===== src/rtl/core/trail_point_store_decimating_assert.svh =====
// Assertion macros shared by the trail point store RTL.
`ifndef TRAIL_POINT_STORE_DECIMATING_ASSERT_SVH
`define TRAIL_POINT_STORE_DECIMATING_ASSERT_SVH
`ifndef SYNTHESIS
`define TPS_ASSERT_IMP(label, clk, rst_n, pre, post) \
    label: assert property (@(posedge clk) disable iff (!rst_n) (pre) |-> (post)) \
        else $error("assertion failed");
`define TPS_ASSERT_NEXT(label, clk, rst_n, pre, post) \
    label: assert property (@(posedge clk) disable iff (!rst_n) (pre) |=> (post)) \
        else $error("assertion failed");
`else
`define TPS_ASSERT_IMP(label, clk, rst_n, pre, post)
`define TPS_ASSERT_NEXT(label, clk, rst_n, pre, post)
`endif
`endif


===== src/rtl/core/tps_pkg.sv =====
// Package with the types and constants of the trail point store.
`timescale 1ns / 1ps
`default_nettype none
package tps_pkg;
    localparam int CAPACITY = 256;
    localparam int COORD_BITS = 24;
    localparam int ADDR_BITS = $clog2(CAPACITY);
    localparam int CNT_BITS = ADDR_BITS + 1;
    localparam int STEP_BITS = 49;
    localparam int DIFF_BITS = COORD_BITS + 1;
    localparam int SQ_BITS = 2 * DIFF_BITS;
    localparam logic [STEP_BITS-1:0] STEP_RESET = STEP_BITS'(256);
    localparam logic [1:0] FUNC_ADD = 2'd0;
    localparam logic [1:0] FUNC_READ = 2'd1;
    localparam logic [1:0] FUNC_BOUNDS = 2'd2;
    localparam logic [1:0] FUNC_CLEAR = 2'd3;

    typedef struct packed {
        logic load;
        logic calc;
        logic append;
        logic clear;
        logic rd_req;
        logic bnd_init;
        logic bnd_acc;
        logic dec_copy;
        logic dec_finish;
        logic out_load;
        logic out_take;
    } tps_cmd_t;

    typedef struct packed {
        logic [1:0] func;
        logic empty;
        logic full;
        logic far;
        logic idx_ok;
        logic scan_last;
        logic dec_last;
        logic out_busy;
    } tps_stat_t;
endpackage
`default_nettype wire


===== src/rtl/core/tps_ctrl.sv =====
// Controller state machine of the trail point store.
`timescale 1ns / 1ps
`default_nettype none
`include "trail_point_store_decimating_assert.svh"
module tps_ctrl (
    input  wire logic               clk,
    input  wire logic               rst_n,
    input  wire logic               in_valid,
    output logic                    in_ready,
    input  wire logic               out_ready,
    input  wire tps_pkg::tps_stat_t stat,
    output tps_pkg::tps_cmd_t       cmd
);
    import tps_pkg::*;

    localparam logic [2:0] S_IDLE = 3'd0;
    localparam logic [2:0] S_DEC = 3'd1;
    localparam logic [2:0] S_CALC = 3'd2;
    localparam logic [2:0] S_ADD = 3'd3;
    localparam logic [2:0] S_RD = 3'd4;
    localparam logic [2:0] S_BND = 3'd5;
    localparam logic [2:0] S_DRAIN = 3'd6;
    localparam logic [2:0] S_DONE = 3'd7;

    logic [2:0] state_reg, state_next;
    logic drain_dec_reg, drain_dec_next;

    assign in_ready = (state_reg == S_IDLE) && !stat.out_busy;

    always_comb
    begin
        cmd = '0;
        state_next = state_reg;
        drain_dec_next = drain_dec_reg;
        cmd.out_take = out_ready;
        unique case (state_reg)
            S_IDLE:
            begin
                if (in_valid && in_ready)
                begin
                    cmd.load = 1'b1;
                    state_next = S_CALC;
                end
            end
            S_CALC:
            begin
                unique case (stat.func)
                    FUNC_ADD:
                    begin
                        cmd.calc = 1'b1;
                        state_next = S_ADD;
                    end
                    FUNC_READ:
                    begin
                        cmd.rd_req = 1'b1;
                        state_next = S_RD;
                    end
                    FUNC_BOUNDS:
                    begin
                        if (stat.empty)
                        begin
                            cmd.bnd_init = 1'b1;
                            state_next = S_DONE;
                        end
                        else
                        begin
                            cmd.bnd_acc = 1'b1;
                            state_next = stat.scan_last ? S_DRAIN : S_BND;
                            drain_dec_next = 1'b0;
                            cmd.bnd_init = 1'b1;
                        end
                    end
                    default:
                    begin
                        cmd.clear = 1'b1;
                        cmd.out_load = 1'b1;
                        state_next = S_IDLE;
                    end
                endcase
            end
            S_ADD:
            begin
                if (!stat.empty && !stat.far)
                begin
                    cmd.out_load = 1'b1;
                    state_next = S_IDLE;
                end
                else if (stat.full)
                begin
                    cmd.dec_copy = 1'b1;
                    drain_dec_next = 1'b1;
                    state_next = stat.dec_last ? S_DRAIN : S_DEC;
                end
                else
                begin
                    cmd.append = 1'b1;
                    cmd.out_load = 1'b1;
                    state_next = S_IDLE;
                end
            end
            S_DEC:
            begin
                cmd.dec_copy = 1'b1;
                if (stat.dec_last)
                begin
                    state_next = S_DRAIN;
                end
            end
            S_BND:
            begin
                cmd.bnd_acc = 1'b1;
                if (stat.scan_last)
                begin
                    state_next = S_DRAIN;
                end
            end
            S_DRAIN:
            begin
                if (drain_dec_reg)
                begin
                    cmd.dec_copy = 1'b1;
                    cmd.dec_finish = 1'b0;
                    state_next = S_DONE;
                end
                else
                begin
                    cmd.bnd_acc = 1'b1;
                    state_next = S_DONE;
                end
            end
            default:
            begin
                if (drain_dec_reg)
                begin
                    cmd.dec_finish = 1'b1;
                    drain_dec_next = 1'b0;
                    state_next = S_ADD;
                end
                else
                begin
                    cmd.out_load = 1'b1;
                    state_next = S_IDLE;
                end
            end
        endcase
    end

    always_ff @(posedge clk or negedge rst_n)
    begin
        if (!rst_n)
        begin
            state_reg <= S_IDLE;
            drain_dec_reg <= 1'b0;
        end
        else
        begin
            state_reg <= state_next;
            drain_dec_reg <= drain_dec_next;
        end
    end

    `TPS_ASSERT_IMP(a_load_idle, clk, rst_n, cmd.load, state_reg == S_IDLE)
    `TPS_ASSERT_IMP(a_out_once, clk, rst_n, cmd.out_load, !stat.out_busy)
    `TPS_ASSERT_NEXT(a_calc_follows, clk, rst_n, cmd.load, state_reg == S_CALC)
endmodule
`default_nettype wire


===== config.mk =====
export PLATFORM = sky130hd
export DESIGN_NAME = tps_ctrl
export DESIGN_NICKNAME = d
export VERILOG_FILES = /design/src/rtl/core/tps_pkg.sv /design/src/rtl/core/tps_ctrl.sv
export VERILOG_INCLUDE_DIRS = /design/src /design/src/rtl/core
export SDC_FILE = /design/constraint.sdc
export NUM_CORES = 1
export LEC_CHECK = 0
export BUFFER_PORTS_ARGS = -buffer_cell sky130_fd_sc_hd__buf_2
export CORE_ASPECT_RATIO = 1.2
export CORE_MARGIN = 2
export CORE_UTILIZATION = 25
export CTS_CLUSTER_DIAMETER = 40
export DETAILED_ROUTE_END_ITERATION = 10
export PLACE_DENSITY = 0.59
export SLEW_MARGIN = 20
export SYNTH_ARGS = -nofsm -noshare
export SYNTH_HDL_FRONTEND = slang
export SYNTH_SLANG_ARGS = --single-unit

===== constraint.sdc =====
create_clock -name clk -period 2.4 [get_ports clk]
set_input_delay 0.24 -clock clk [delete_from_list [all_inputs] [get_ports clk]]
set_output_delay 0.24 -clock clk [all_outputs]
set_load 0.05 [all_outputs]

==> flow_summary.toml <==
[run_status]
status = "finished, final reports clean"

[grt]
use_met1_pct = 15.34
grt_busiest_layer = "met2"
globalRouteMet2Util_pct = 19.25
grtUsageTotal_pct = 11.86
grt_start_max_net_pins = 17
antenna_found_initial = 0
overflow = 0
grtUsageMet3_pct = 2.349
grt_first_pass_wirelength_mm = 2.194
grt_pass1_vias = 507

[route]
vias_per_cell = 5.103
routed_wirelength_mm = 1.359
wl_per_cell_um = 11.72
drc_errors = 0
dr.pass1.iters = 4
vias = 592
drt_iter0_drc = 12
antenna_left = 0

[finish]
largest_reg_flops = 3
layout-drive-gt1-share_pct = 27.08
fin_nets = 116
fillers = 241
final_area_sq_um = 659.4
area_growth_syn_to_layout_pct = 26.38
n_antenna_cell = 0

[synth]
ys_seq_elements = 4
avgSynthCellArea_sq_um = 6.957
syn_nets = 93
synth_edf_count = 0
synth_flop_cell = "dfrtp_1"
netlist_area_sq_um = 521.8
synth-seq-area-share_pct = 19.18
yosys_warnings = 0
synth.distinct_cells = 30
async_reset_ff_share_pct = 100.0
syn-instance-count = 75

[sta]
max_freq_mhz = 523.8
min_period_ns = 1.909
setup_violations = 0
fin_crit_sh_pct = 79.55
slew-limit-headroom_pct = 67.71
final_hold_viol_count = 0
worst_pin_slew_ns = 0.4844
setup_tns_ns = 0
slew_violations = 0
setup_ws_ns = 0.4907
finClkSkew_ns = 0.0009660
rsz0062_at_grt = "no"

[pwr]
comb_power_share_pct = 66.3
net-switching-power_w = 0.0005270
swShare_pct = 59.56
vdd_drop_max_v = 0.0004613
power.total_w = 0.0008849
clkPwrFrac_pct = 9.7
seqPwrFrac_pct = 24.0
p_per_area_nw_per_um2 = 1342
leakagePower_nw = 0.3600
power.internal_w = 0.0003579

[floorplanning]
die_h_um = 54.05
die_w_um = 45.71
io_pins = 25
dieArea_sq_um = 2470
core_sq_um = 2027
start_util_pct = 25.74
rows = 18

[placed_design]
dp_hpwl_mm = 1.071
postPlaceCellArea_sq_um = 626.9
dp_slack_ns = 0.7332
portBuffers = 21
place_congestion = 0.8387

[worst_setup_path]
crit_chain = "xor2_1, nor2_1, nand2_1, o21ai_0, buf_2"
crit_arrival_ns = 1.67
worst-path-max-fanout = 16
end_kind = "output port"
ff2ff_path_depth = 4
crit_path_top_delay_cell = "dfrtp_1"
regToRegEndpoint = "state_reg[0]"
reg2reg_slack_ns = 0.81
crit_type = "reg -> out"
startpoint = "state_reg[0]"
slowest_delay_ns = 0.54
startpoint_type = "flip-flop"
reg2reg_from = "state_reg[0]"
critPathRequiredTime_ns = 2.16

[cts]
cts_tree = "done"
numCtsBuffers = 3
cts_resized = 0
clock_path_buffers = 2
clockRootBuffer = "clkbuf_4"
clock_sinks = 4
path_clk_slew_ns = 0.04
h-tree-depth = 1
clk_latency_ns = 0.24

[hold_path]
hold_class = "in -> async"

[job]
drv_cap = 0
how the worst max path moves through the flow:
stage / to / slack, ns / depth (start not counted)
2_1_floorplan: cmd[8] / 0.03 / 2
3_3_place_gp: cmd[1] / 0.74 / 5
3_5_place_dp: cmd[1] / 0.73 / 5
4_1_cts: cmd[1] / 0.48 / 5
5_1_grt: cmd[1] / 0.33 / 5
6_report: cmd[1] / 0.49 / 5
critical path, delay by kind of cell, from the launching register on:
kind	cells	cell delay, ns
xor+xnor	1	0.26
simple gates	2	0.27
buf+inv	1	0.28
flops	1	0.54
compound gates	1	0.08
timing repair:
action                    in CTS  in global routing
hold endpoints to repair       4                  0
setup buffers                  0                  0
hold buffers                   1                  0
stage by stage:
| stage | hold WS (ns) | util, % | std cells |
|---|---|---|---|
| 6_report | 0.3322 | 32.53 | 116 |
| 5_1_grt | 0.3445 | 32.53 | 116 |
| 4_1_cts | 0.3365 | 32.53 | 116 |
| 3_5_place_dp | 0.04650 | 30.93 | 112 |
| 3_3_place_gp | 0.04512 | 30.93 | 112 |
| 2_1_floorplan | -0.05559 | - | 75 |
cells by family after synthesis:
group           count (synthesis)  synth area share (%)
simple gates                   35                 33.33
compound gates                 18                 22.06
buf+inv                        11                 9.832
fa+ha+maj                       5                 11.99
flops                           4                 19.19
xor+xnor                        1                 1.679
mux                             1                 1.919
cell usage in the layout, fill, tap and decap left out, drive strengths merged:
| cell | Yosys | routed |
|---|---|---|
| a211oi | 2 | 2 |
| a21o | 1 | 1 |
| a21oi | 2 | 2 |
| a221oi | 1 | 1 |
| and3 | 2 | 2 |
| buf | 4 | 21 |
| clkbuf | 0 | 3 |
| dfrtp | 4 | 4 |
| dlygate4sd3 | 0 | 1 |
| ha | 5 | 5 |
| inv | 7 | 7 |
| mux2i | 1 | 1 |
| nand2 | 6 | 6 |
| nand2b | 2 | 2 |
| nand3 | 1 | 1 |
| nand4bb | 1 | 1 |
| nor2 | 15 | 15 |
| nor2b | 3 | 3 |
| nor3 | 2 | 2 |
| nor4 | 1 | 1 |
| o21a | 1 | 1 |
| o21ai | 7 | 7 |
| o22ai | 2 | 2 |
| o31a | 1 | 1 |
| o32a | 1 | 1 |
| or2b | 1 | 1 |
| or3 | 1 | 1 |
| xor2 | 1 | 1 |
synthesized netlist by cell type (all sizes together) (2+ instances only):
cell type	count	area share [%]
nor3	2	1.9
a211oi	2	2.9
nor2	15	11
nor2b	3	4.1
dfrtp	4	19
nand2	6	4.3
and3	2	2.4
buf	4	4.8
o21ai	7	6.7
inv	7	5.0
nand2b	2	2.9
ha	5	12
o22ai	2	2.4
a21oi	2	1.9
layout make-up:
cell class / count / area, sq um / area share (%)
tap: 20 / 25.02 / 3.795
inverter: 7 / 26.28 / 3.985
clock buffer: 3 / 22.52 / 3.416
sequential: 4 / 100.1 / 15.18
multi-input combinational: 60 / 370.4 / 56.17
timing repair buffer: 22 / 115.1 / 17.46
power groups by stage:
stage	registers (W)	logic (W)	clock network, W
3_5_place_dp	0.000213	0.000586	0
2_1_floorplan	0.000137	0.000546	0
4_1_cts	0.000211	0.000590	0.0000870
5_1_grt	0.000229	0.000644	0.0000945
6_report	0.000212	0.000586	0.0000861
3_3_place_gp	0.000213	0.000581	0
routing by layer:
| layer | vias to the layer above | wire (um) | share of wire [%] |
|---|---|---|---|
| li1 | 298 | - | - |
| met1 | 276 | 615 | 45 |
| met2 | 16 | 644 | 47 |
| met3 | 2 | 80 | 5.9 |
| met4 | 0 | 19 | 1.4 |
| met5 | - | 0 | 0 |
Power figures use the tool's default switching activity.
